**src/design/ipv4_receive_header_checker_unit_defines.svh**
```systemverilog
// ----------------------------------------------------------------------------
// IPv4 receive header checker - assertion macros
// Shared concurrent assertion forms used by the checker RTL.
// ----------------------------------------------------------------------------
`ifndef IPV4_RECEIVE_HEADER_CHECKER_UNIT_DEFINES_SVH
`define IPV4_RECEIVE_HEADER_CHECKER_UNIT_DEFINES_SVH

// Same-cycle implication, disabled while reset is held
`define IRHC_ASSERT_SAME(label, clk, rst_n, ante, cons) \
    label: assert property (@(posedge clk) disable iff (!(rst_n)) (ante) |-> (cons)) \
        else $error("ipv4rhc: same-cycle check failed");

// Next-cycle implication, disabled while reset is held
`define IRHC_ASSERT_NEXT(label, clk, rst_n, ante, cons) \
    label: assert property (@(posedge clk) disable iff (!(rst_n)) (ante) |=> (cons)) \
        else $error("ipv4rhc: next-cycle check failed");

`endif

```
**src/design/ipv4rhc_pkg.sv**
```systemverilog
// ----------------------------------------------------------------------------
// IPv4 receive header checker - package
// Verdict codes, header constants and the structs passed between modules.
// ----------------------------------------------------------------------------
package ipv4rhc_pkg;

    // Verdict codes
    localparam logic [3:0] VERDICT_ICMP     = 4'd0;
    localparam logic [3:0] VERDICT_TCP      = 4'd1;
    localparam logic [3:0] VERDICT_OTHER    = 4'd2;
    localparam logic [3:0] VERDICT_SHORT    = 4'd3;
    localparam logic [3:0] VERDICT_VERSION  = 4'd4;
    localparam logic [3:0] VERDICT_LENGTH   = 4'd5;
    localparam logic [3:0] VERDICT_CHECKSUM = 4'd6;
    localparam logic [3:0] VERDICT_NOT_OURS = 4'd7;
    localparam logic [3:0] VERDICT_OPTIONS  = 4'd8;

    // Header constants
    localparam logic [15:0] MIN_HEADER_BYTES = 16'd20;
    localparam logic [7:0]  IHL_MASK         = 8'h0F;
    localparam logic [3:0]  IP_VERSION       = 4'd4;
    localparam logic [7:0]  PROTO_ICMP       = 8'd1;
    localparam logic [7:0]  PROTO_TCP        = 8'd6;
    localparam logic [15:0] GOOD_SUM         = 16'hFFFF;
    localparam logic [15:0] COUNT_MAX        = 16'hFFFF;

    // Header byte offsets
    localparam logic [15:0] POS_VER_IHL  = 16'd0;
    localparam logic [15:0] POS_LEN_HI   = 16'd2;
    localparam logic [15:0] POS_LEN_LO   = 16'd3;
    localparam logic [15:0] POS_PROTO    = 16'd9;
    localparam logic [15:0] POS_SRC_LO   = 16'd12;
    localparam logic [15:0] POS_SRC_HI   = 16'd15;
    localparam logic [15:0] POS_DST_LO   = 16'd16;
    localparam logic [15:0] POS_DST_HI   = 16'd19;

    // Per-packet state as seen after the current beat
    typedef struct packed {
        logic [15:0] byte_count;
        logic [15:0] sum;
        logic [7:0]  ver_ihl;
        logic [15:0] length;
        logic [7:0]  protocol;
        logic [31:0] source;
        logic [31:0] destination;
    } t_hdr_state;

    // One result item
    typedef struct packed {
        logic [3:0]  verdict;
        logic [15:0] total_len;
        logic [15:0] payload_length;
        logic [31:0] source_address;
        logic [7:0]  protocol_number;
    } t_result;

endpackage

```
**src/design/ipv4rhc_intf.sv**
```systemverilog
// ----------------------------------------------------------------------------
// IPv4 receive header checker - channel interfaces
// Packet byte stream, configuration write and result channels.
// ----------------------------------------------------------------------------
interface ipv4rhc_byte_if;
    logic       valid;
    logic       ready;
    logic [7:0] data_byte;
    logic       last_byte;

    modport source (output valid, output data_byte, output last_byte, input ready);
    modport sink   (input valid, input data_byte, input last_byte, output ready);
endinterface

interface ipv4rhc_cfg_if;
    logic        valid;
    logic        ready;
    logic [31:0] local_ip_address;

    modport source (output valid, output local_ip_address, input ready);
    modport sink   (input valid, input local_ip_address, output ready);
endinterface

interface ipv4rhc_res_if;
    logic        valid;
    logic        ready;
    logic [3:0]  verdict;
    logic [15:0] total_len;
    logic [15:0] payload_length;
    logic [31:0] source_address;
    logic [7:0]  protocol_number;

    modport source (output valid, output verdict, output total_len,
                    output payload_length, output source_address,
                    output protocol_number, input ready);
    modport sink   (input valid, input verdict, input total_len,
                    input payload_length, input source_address,
                    input protocol_number, output ready);
endinterface

```
**src/design/ipv4rhc_verdict.sv**
```systemverilog
// ----------------------------------------------------------------------------
// IPv4 receive header checker - verdict logic
// Priority checks over the captured header that give the packet verdict.
// ----------------------------------------------------------------------------
module ipv4rhc_verdict (
    input  ipv4rhc_pkg::t_hdr_state i_hdr,
    input  logic [31:0]             i_local_ip,
    output ipv4rhc_pkg::t_result    o_result
);
    import ipv4rhc_pkg::*;

    logic [15:0] hdr_len;
    logic [3:0]  verdict;

    assign hdr_len = {10'd0, (i_hdr.ver_ihl[3:0] & IHL_MASK[3:0]), 2'b00};

    // Run the checks in priority order
    always_comb begin
        if (i_hdr.byte_count < MIN_HEADER_BYTES) begin
            verdict = VERDICT_SHORT;
        end else if (i_hdr.ver_ihl[7:4] != IP_VERSION) begin
            verdict = VERDICT_VERSION;
        end else if ((i_hdr.length > i_hdr.byte_count) || (i_hdr.length < hdr_len)) begin
            verdict = VERDICT_LENGTH;
        end else if ((i_hdr.byte_count < hdr_len) || (i_hdr.sum != GOOD_SUM)) begin
            verdict = VERDICT_CHECKSUM;
        end else if (i_hdr.destination != i_local_ip) begin
            verdict = VERDICT_NOT_OURS;
        end else if (hdr_len != MIN_HEADER_BYTES) begin
            verdict = VERDICT_OPTIONS;
        end else if (i_hdr.protocol == PROTO_ICMP) begin
            verdict = VERDICT_ICMP;
        end else if (i_hdr.protocol == PROTO_TCP) begin
            verdict = VERDICT_TCP;
        end else begin
            verdict = VERDICT_OTHER;
        end
    end

    // Report payload length only for delivered packets
    always_comb begin
        o_result.verdict         = verdict;
        o_result.total_len       = i_hdr.length;
        o_result.source_address  = i_hdr.source;
        o_result.protocol_number = i_hdr.protocol;
        if (verdict <= VERDICT_OTHER) begin
            o_result.payload_length = i_hdr.length - hdr_len;
        end else begin
            o_result.payload_length = 16'd0;
        end
    end

endmodule

```
**src/design/ipv4_receive_header_checker_unit.sv**
```systemverilog
// ----------------------------------------------------------------------------
// IPv4 receive header checker unit
// Byte-wise IPv4 header capture, checksum and verdict for received packets.
// ----------------------------------------------------------------------------
// The unit accepts one packet byte per clock cycle, with no gaps required
// between bytes or packets. Each byte updates the byte counter, the running
// ones' complement sum and the captured header fields as it is taken; the
// byte flagged as last also loads the verdict into the output register, so
// the result beat appears on the cycle after the last byte is taken and the
// next packet may start at once. The only stall comes from the output
// register: while a result waits and the result channel is not ready, byte
// input is held off. The local address register may be written at any time
// the unit is idle and is always ready.
`include "ipv4_receive_header_checker_unit_defines.svh"

module ipv4_receive_header_checker_unit (
    input  logic                 i_clk,
    input  logic                 i_rst_n,
    ipv4rhc_cfg_if.sink          i_cfg,
    ipv4rhc_byte_if.sink         i_pkt,
    ipv4rhc_res_if.source        o_res
);
    import ipv4rhc_pkg::*;

    logic [31:0] r_local_ip;
    t_hdr_state  r_hdr;
    t_hdr_state  n_hdr;
    logic [7:0]  r_hold;
    logic [7:0]  n_hold;
    logic        r_out_valid;
    t_result     r_res;
    t_result     verdict_res;

    logic        pkt_accept;
    logic [15:0] pos;
    logic [7:0]  b;
    logic [15:0] hdr_len;
    logic [16:0] word_sum;

    assign pos = r_hdr.byte_count;
    assign b   = i_pkt.data_byte;

    // Take bytes unless a result is waiting on a stalled channel
    assign i_pkt.ready = !r_out_valid || o_res.ready;
    assign pkt_accept  = i_pkt.valid && i_pkt.ready;
    assign i_cfg.ready = 1'b1;

    // Capture header fields and fold the checksum for this beat
    always_comb begin
        n_hdr  = r_hdr;
        n_hold = r_hold;

        if (pos == POS_VER_IHL) begin
            n_hdr.ver_ihl = b;
        end else if (pos == POS_LEN_HI) begin
            n_hdr.length = {b, r_hdr.length[7:0]};
        end else if (pos == POS_LEN_LO) begin
            n_hdr.length = {r_hdr.length[15:8], b};
        end else if (pos == POS_PROTO) begin
            n_hdr.protocol = b;
        end else if ((pos >= POS_SRC_LO) && (pos <= POS_SRC_HI)) begin
            n_hdr.source = {r_hdr.source[23:0], b};
        end else if ((pos >= POS_DST_LO) && (pos <= POS_DST_HI)) begin
            n_hdr.destination = {r_hdr.destination[23:0], b};
        end

        hdr_len  = {10'd0, (n_hdr.ver_ihl[3:0] & IHL_MASK[3:0]), 2'b00};
        word_sum = {1'b0, r_hdr.sum} + {1'b0, r_hold, b};

        if (pos < hdr_len) begin
            if (!pos[0]) begin
                n_hold = b;
            end else begin
                n_hdr.sum = word_sum[15:0] + {15'd0, word_sum[16]};
            end
        end

        if (pos != COUNT_MAX) begin
            n_hdr.byte_count = pos + 16'd1;
        end
    end

    ipv4rhc_verdict u_verdict (
        .i_hdr      (n_hdr),
        .i_local_ip (r_local_ip),
        .o_result   (verdict_res)
    );

    // Hold the local address
    always_ff @(posedge i_clk) begin
        if (!i_rst_n) begin
            r_local_ip <= 32'd0;
        end else if (i_cfg.valid) begin
            r_local_ip <= i_cfg.local_ip_address;
        end
    end

    // Advance per-packet state, clear it after the last beat
    always_ff @(posedge i_clk) begin
        if (!i_rst_n) begin
            r_hdr  <= '0;
            r_hold <= 8'd0;
        end else if (pkt_accept) begin
            if (i_pkt.last_byte) begin
                r_hdr  <= '0;
                r_hold <= 8'd0;
            end else begin
                r_hdr  <= n_hdr;
                r_hold <= n_hold;
            end
        end
    end

    // Output register valid flag
    always_ff @(posedge i_clk) begin
        if (!i_rst_n) begin
            r_out_valid <= 1'b0;
        end else if (pkt_accept && i_pkt.last_byte) begin
            r_out_valid <= 1'b1;
        end else if (o_res.ready) begin
            r_out_valid <= 1'b0;
        end
    end

    // Load result payload on the last beat
    always_ff @(posedge i_clk) begin
        if (pkt_accept && i_pkt.last_byte) begin
            r_res <= verdict_res;
        end
    end

    assign o_res.valid           = r_out_valid;
    assign o_res.verdict         = r_res.verdict;
    assign o_res.total_len       = r_res.total_len;
    assign o_res.payload_length  = r_res.payload_length;
    assign o_res.source_address  = r_res.source_address;
    assign o_res.protocol_number = r_res.protocol_number;

    // Checks on the packet state and result register
    `IRHC_ASSERT_NEXT(a_clear_after_last, i_clk, i_rst_n,
        pkt_accept && i_pkt.last_byte,
        (r_hdr.byte_count == 16'd0) && o_res.valid)
    `IRHC_ASSERT_NEXT(a_count_advances, i_clk, i_rst_n,
        pkt_accept && !i_pkt.last_byte && (r_hdr.byte_count != COUNT_MAX),
        r_hdr.byte_count == $past(r_hdr.byte_count) + 16'd1)
    `IRHC_ASSERT_SAME(a_drop_payload_len, i_clk, i_rst_n,
        r_out_valid && (r_res.verdict > VERDICT_OTHER),
        r_res.payload_length == 16'd0)
    `IRHC_ASSERT_SAME(a_verdict_range, i_clk, i_rst_n,
        r_out_valid, r_res.verdict <= VERDICT_OPTIONS)

endmodule
```
**src/flat_wrapper.sv**
```systemverilog
// flat-port wrapper written by rule: the top's interface ports become plain ports
module ipv4_receive_header_checker_unit_flat import ipv4rhc_pkg::*;
  (i_clk, i_rst_n, i_cfg_valid, i_cfg_local_ip_address, i_cfg_ready, i_pkt_valid, i_pkt_data_byte, i_pkt_last_byte, i_pkt_ready, o_res_valid, o_res_verdict, o_res_total_len, o_res_payload_length, o_res_source_address, o_res_protocol_number, o_res_ready);
  ipv4rhc_cfg_if i_cfg_i ();
  ipv4rhc_byte_if i_pkt_i ();
  ipv4rhc_res_if o_res_i ();
  input  logic i_clk;
  input  logic i_rst_n;
  input wire logic [$bits(i_cfg_i.valid)-1:0] i_cfg_valid;
  input wire logic [$bits(i_cfg_i.local_ip_address)-1:0] i_cfg_local_ip_address;
  output wire logic [$bits(i_cfg_i.ready)-1:0] i_cfg_ready;
  input wire logic [$bits(i_pkt_i.valid)-1:0] i_pkt_valid;
  input wire logic [$bits(i_pkt_i.data_byte)-1:0] i_pkt_data_byte;
  input wire logic [$bits(i_pkt_i.last_byte)-1:0] i_pkt_last_byte;
  output wire logic [$bits(i_pkt_i.ready)-1:0] i_pkt_ready;
  output wire logic [$bits(o_res_i.valid)-1:0] o_res_valid;
  output wire logic [$bits(o_res_i.verdict)-1:0] o_res_verdict;
  output wire logic [$bits(o_res_i.total_len)-1:0] o_res_total_len;
  output wire logic [$bits(o_res_i.payload_length)-1:0] o_res_payload_length;
  output wire logic [$bits(o_res_i.source_address)-1:0] o_res_source_address;
  output wire logic [$bits(o_res_i.protocol_number)-1:0] o_res_protocol_number;
  input wire logic [$bits(o_res_i.ready)-1:0] o_res_ready;
  assign i_cfg_i.valid = i_cfg_valid;
  assign i_cfg_i.local_ip_address = i_cfg_local_ip_address;
  assign i_cfg_ready = i_cfg_i.ready;
  assign i_pkt_i.valid = i_pkt_valid;
  assign i_pkt_i.data_byte = i_pkt_data_byte;
  assign i_pkt_i.last_byte = i_pkt_last_byte;
  assign i_pkt_ready = i_pkt_i.ready;
  assign o_res_valid = o_res_i.valid;
  assign o_res_verdict = o_res_i.verdict;
  assign o_res_total_len = o_res_i.total_len;
  assign o_res_payload_length = o_res_i.payload_length;
  assign o_res_source_address = o_res_i.source_address;
  assign o_res_protocol_number = o_res_i.protocol_number;
  assign o_res_i.ready = o_res_ready;
  ipv4_receive_header_checker_unit u_core (.i_clk(i_clk), .i_rst_n(i_rst_n), .i_cfg(i_cfg_i), .i_pkt(i_pkt_i), .o_res(o_res_i));
endmodule
```
**config.mk**
```make
export PLATFORM = sky130hd
export DESIGN_NAME = ipv4_receive_header_checker_unit_flat
export DESIGN_NICKNAME = d
export VERILOG_FILES = /design/src/design/ipv4rhc_pkg.sv /design/src/design/ipv4rhc_intf.sv /design/src/design/ipv4rhc_verdict.sv /design/src/design/ipv4_receive_header_checker_unit.sv /design/src/flat_wrapper.sv
export VERILOG_INCLUDE_DIRS = /design/src /design/src/design
export SDC_FILE = /design/constraint.sdc
export NUM_CORES = 1
export LEC_CHECK = 0
export ABC_AREA = 1
export BUFFER_PORTS_ARGS = -buffer_cell sky130_fd_sc_hd__buf_2
export CAP_MARGIN = 20
export CELL_PAD_IN_SITES_DETAIL_PLACEMENT = 2
export CELL_PAD_IN_SITES_GLOBAL_PLACEMENT = 2
export CORE_ASPECT_RATIO = 1.25
export CORE_MARGIN = 10
export CORE_UTILIZATION = 37
export DETAILED_ROUTE_END_ITERATION = 6
export PLACE_DENSITY = 0.94
export SLEW_MARGIN = 20
export SYNTH_ARGS = -nofsm -noshare
export SYNTH_HDL_FRONTEND = slang
export SYNTH_SLANG_ARGS = --single-unit
```
**constraint.sdc**
```tcl
create_clock -name i_clk -period 11.45 [get_ports i_clk]
set_input_delay 1.145 -clock i_clk [delete_from_list [all_inputs] [get_ports i_clk]]
set_output_delay 1.145 -clock i_clk [all_outputs]
set_load 0.05 [all_outputs]
```
==> flow_metrics.py <==
metrics = {
    "timing": {
        "fmax_ghz": 0.152,
        "finalCritPeriodShare_pct": 57.4,
        "slew_headroom_pct": 23.8,
        "finalClockSkew_ps": 15.9,
        "period_minus_slack_ps": 6570,
        "setup_viol": 0,
        "worst_slack_ps": 4880,
        "drv_slew": 0,
        "setup_tns_ps": 0,
        "hold_viol": 0,
        "rsz0062_at_grt": "false",
        "tightest_slew_ps": 1130,
    },
    "cts": {
        "cts.sinks": 245,
        "cts-root-buf": "clkbuf_16",
        "cts_buffers": 27,
        "cts.repair.resized": 0,
        "cts_buffer_depth": 3,
        "cts_hold_buf": 0,
        "clk-insertion-delay-late_ps": 580,
        "cts.reportedPaths.clkPinSlew_ps": 70,
        "cts_setup_buffers": 0,
        "htreeDepth": 1,
        "cts_tree": "built",
    },
    "logic_synthesis": {
        "avgSynthCellArea_sq_um": 7.15,
        "ys_seq_area_share_pct": 41.3,
        "synthesis.nets": 2014,
        "synth_top_area_cell": "dfxtp_1",
        "synth-xor-area-share_pct": 3.00,
        "yosysWarnings": 0,
        "synth_mux_area_share_pct": 0.146,
        "synth_top_family_by_area": "simple AND/OR/NAND/NOR gates",
        "synth_flop_cell": "dfxtp_1",
        "synth-async-reset-ratio_pct": 0,
        "synth.top_cells.by_area": "dfxtp_1, nand2_1, edfxtp_1, inv_1, a21oi_1",
        "syn_inst": 1918,
        "synth_seq_cells": 245,
        "synth_common_cells": "nand2_1, inv_1, dfxtp_1",
        "synth-edff-count": 76,
        "synth_compound_area_share_pct": 12.3,
        "synth_top_area_share_pct": 24.7,
        "synthSimpleGateAreaFrac_pct": 29.6,
        "synthMostInstantiatedCell": "nand2_1",
        "synth_fa_ha_area_share_pct": 4.67,
        "syn_area_sq_mm": 0.0137,
        "ys_types": 52,
    },
    "setup_path": {
        "cp.arrival_ps": 6840,
        "cp_slowest_stage_delay_ps": 420,
        "cp_common_cell": "nand2_1",
        "cp_max_fo": 16,
        "critPathSlowestCell": "fa_1",
        "r2r_cells": 23,
        "setup.worst_path.start_class": "input port",
        "cp_data_required_time_ps": 11720,
        "r2r_end": "u_core.o_res.payload_length[0]",
        "critPathCaptureType": "flip-flop",
        "r2r_slack_ps": 5060,
        "regToRegStartpoint": "u_core.pos[0]",
        "critPathKind": "in2reg",
    },
    "route": {
        "via_per_inst": 5.76,
        "wirelength_mm": 69.3,
        "routedWlPerCell_um": 27.6,
        "vias": 14452,
        "drt_iter0_drc": 926,
        "drc": 0,
        "drtPass1Iterations": 5,
        "drtAntennaViolNets": 0,
    },
    "status": {
        "status": "completed",
    },
    "layout": {
        "antenna_cells": 0,
        "nNetsFinal": 2106,
        "n_fill_cell": 4250,
        "syn2layout_area_growth_pct": 13.9,
        "multi_input_comb_area_sq_mm": 0.00685,
        "layout-drive-gt1-share_pct": 12.3,
        "seq_area_sq_mm": 0.00567,
    },
    "floorplan": {
        "die_x_um": 192,
        "io_pins": 125,
        "core_sq_mm": 0.0365,
        "placementRows": 78,
        "start_util_pct": 37.6,
        "dieArea_sq_mm": 0.0452,
        "die_h_um": 235,
    },
    "pwr": {
        "p_per_area_mw_per_mm2": 138,
        "ir_worst_vdd_uv": 123,
        "p_leak_nw": 6.49,
        "power_mw": 2.16,
    },
    "worst_hold_path": {
        "hp-class": "reg2reg",
        "hp-start": "u_core.r_hdr[14]",
        "holdPathStages": 2,
        "holdPathEnd": "u_core.r_hdr[14]",
    },
    "global_routing": {
        "grt-ovfl-total": 0,
        "grt_pass1_vias": 16553,
        "grt_pass1_wl_mm": 104,
        "antenna_found_initial": 0,
        "grt_max_degree": 82,
        "grtUsageTotal_pct": 29.8,
    },
    "placed_design": {
        "dp.final_hpwl_mm": 45.3,
        "place_ws_ps": 4940,
        "numPortBuffers": 123,
        "gp_congestion": 0.915,
    },
    "run": {
        "drv_cap": 0,
    },
}
==> logic make-up (layout without fill, tap and decap cells) <==
logic type	after synthesis	after routing
DFF	245	245
other	1	1
AOI/OAI and AO/OA	324	324
xor gates and xnor gates	47	47
muxes	2	2
adders and majority gates	50	50
buffers and inverters	303	416
and+or+nand+nor	946	946
==> critical path: cells and delay by family <==
| family | cells | cell delay, ps |
|---|---|---|
| compound gates | 3 | 520 |
| fa+ha+maj | 4 | 1230 |
| buf+inv | 4 | 550 |
| simple gates | 23 | 3350 |
==> registers in the layout, summed over array words and instances, names as in the netlist <==
name / count
u_core.o_res.verdict: 4
u_core.o_res.source_address: 32
u_core.r_local_ip: 32
u_core.o_res.payload_length: 16
u_core.o_res.valid: 1
u_core.pos: 16
u_core.o_res.total_len: 16
u_core.r_hdr: 112
u_core.r_hold: 8
u_core.o_res.protocol_number: 8
==> layout by cell type (no fill, tap or decap), types with 48 or more instances in the layout <==
cell      synthesis  layout
a21oi_1         163     163
buf_2             3     123
dfxtp_1         169     169
edfxtp_1         76      76
ha_1             48      48
inv_1           224     224
nand2_1         619     618
nand3_1          75      75
nor2_1          151     148
o21ai_0         115     115
==> metrics by stage <==
stage	area, sq um	std cells	utilization (%)	hold WS (ps)
5_1_grt	15600	2511	42.8	504
6_report	15600	2511	42.8	488
2_1_floorplan	13700	1918	-	444
3_3_place_gp	14700	2461	40.2	451
3_5_place_dp	14700	2461	40.2	470
4_1_cts	15600	2511	42.8	487
==> power breakdown <==
| part | switching, mW | leakage [nW] | internal (mW) |
|---|---|---|---|
| clock | 0.425 | 0.470 | 0.539 |
| combinational | 0.199 | 3.94 | 0.0577 |
| sequential | 0.0189 | 2.08 | 0.915 |
==> worst max-delay path by stage <==
stage | startpoint | to | cells past startpoint
after floorplan | o_res_ready | u_core.r_hold[7] | 9
after global placement | i_pkt_data_byte[0] | u_core.o_res.payload_length[0] | 34
after detailed placement | i_pkt_data_byte[0] | u_core.o_res.payload_length[0] | 34
after CTS | i_pkt_data_byte[0] | u_core.o_res.payload_length[0] | 34
after global routing | i_pkt_data_byte[0] | u_core.o_res.payload_length[0] | 34
final | i_pkt_data_byte[0] | u_core.o_res.payload_length[0] | 34
==> per-layer routing <==
| layer | global-route usage [%] | part of all wire (%) | routed length, um |
|---|---|---|---|
| met1 | 30.6 | 36 | 24600 |
| met2 | 52.9 | 51 | 35600 |
| met3 | 4.93 | 4.9 | 3430 |
| met4 | 21.6 | 8.2 | 5680 |
| met5 | 0 | 0 | 0 |
==> cell type report <==
| class | count | share of cell area (%) |
|---|---|---|
| multi-input combinational | 1370 | 43.8 |
| sequential | 245 | 36.3 |
| inverter | 233 | 5.62 |
| clock buffer | 40 | 5.43 |
| timing repair buffer | 133 | 4.42 |
| tap | 480 | 3.84 |
| clock inverter | 10 | 0.577 |
Power figures use the tool's default switching activity.
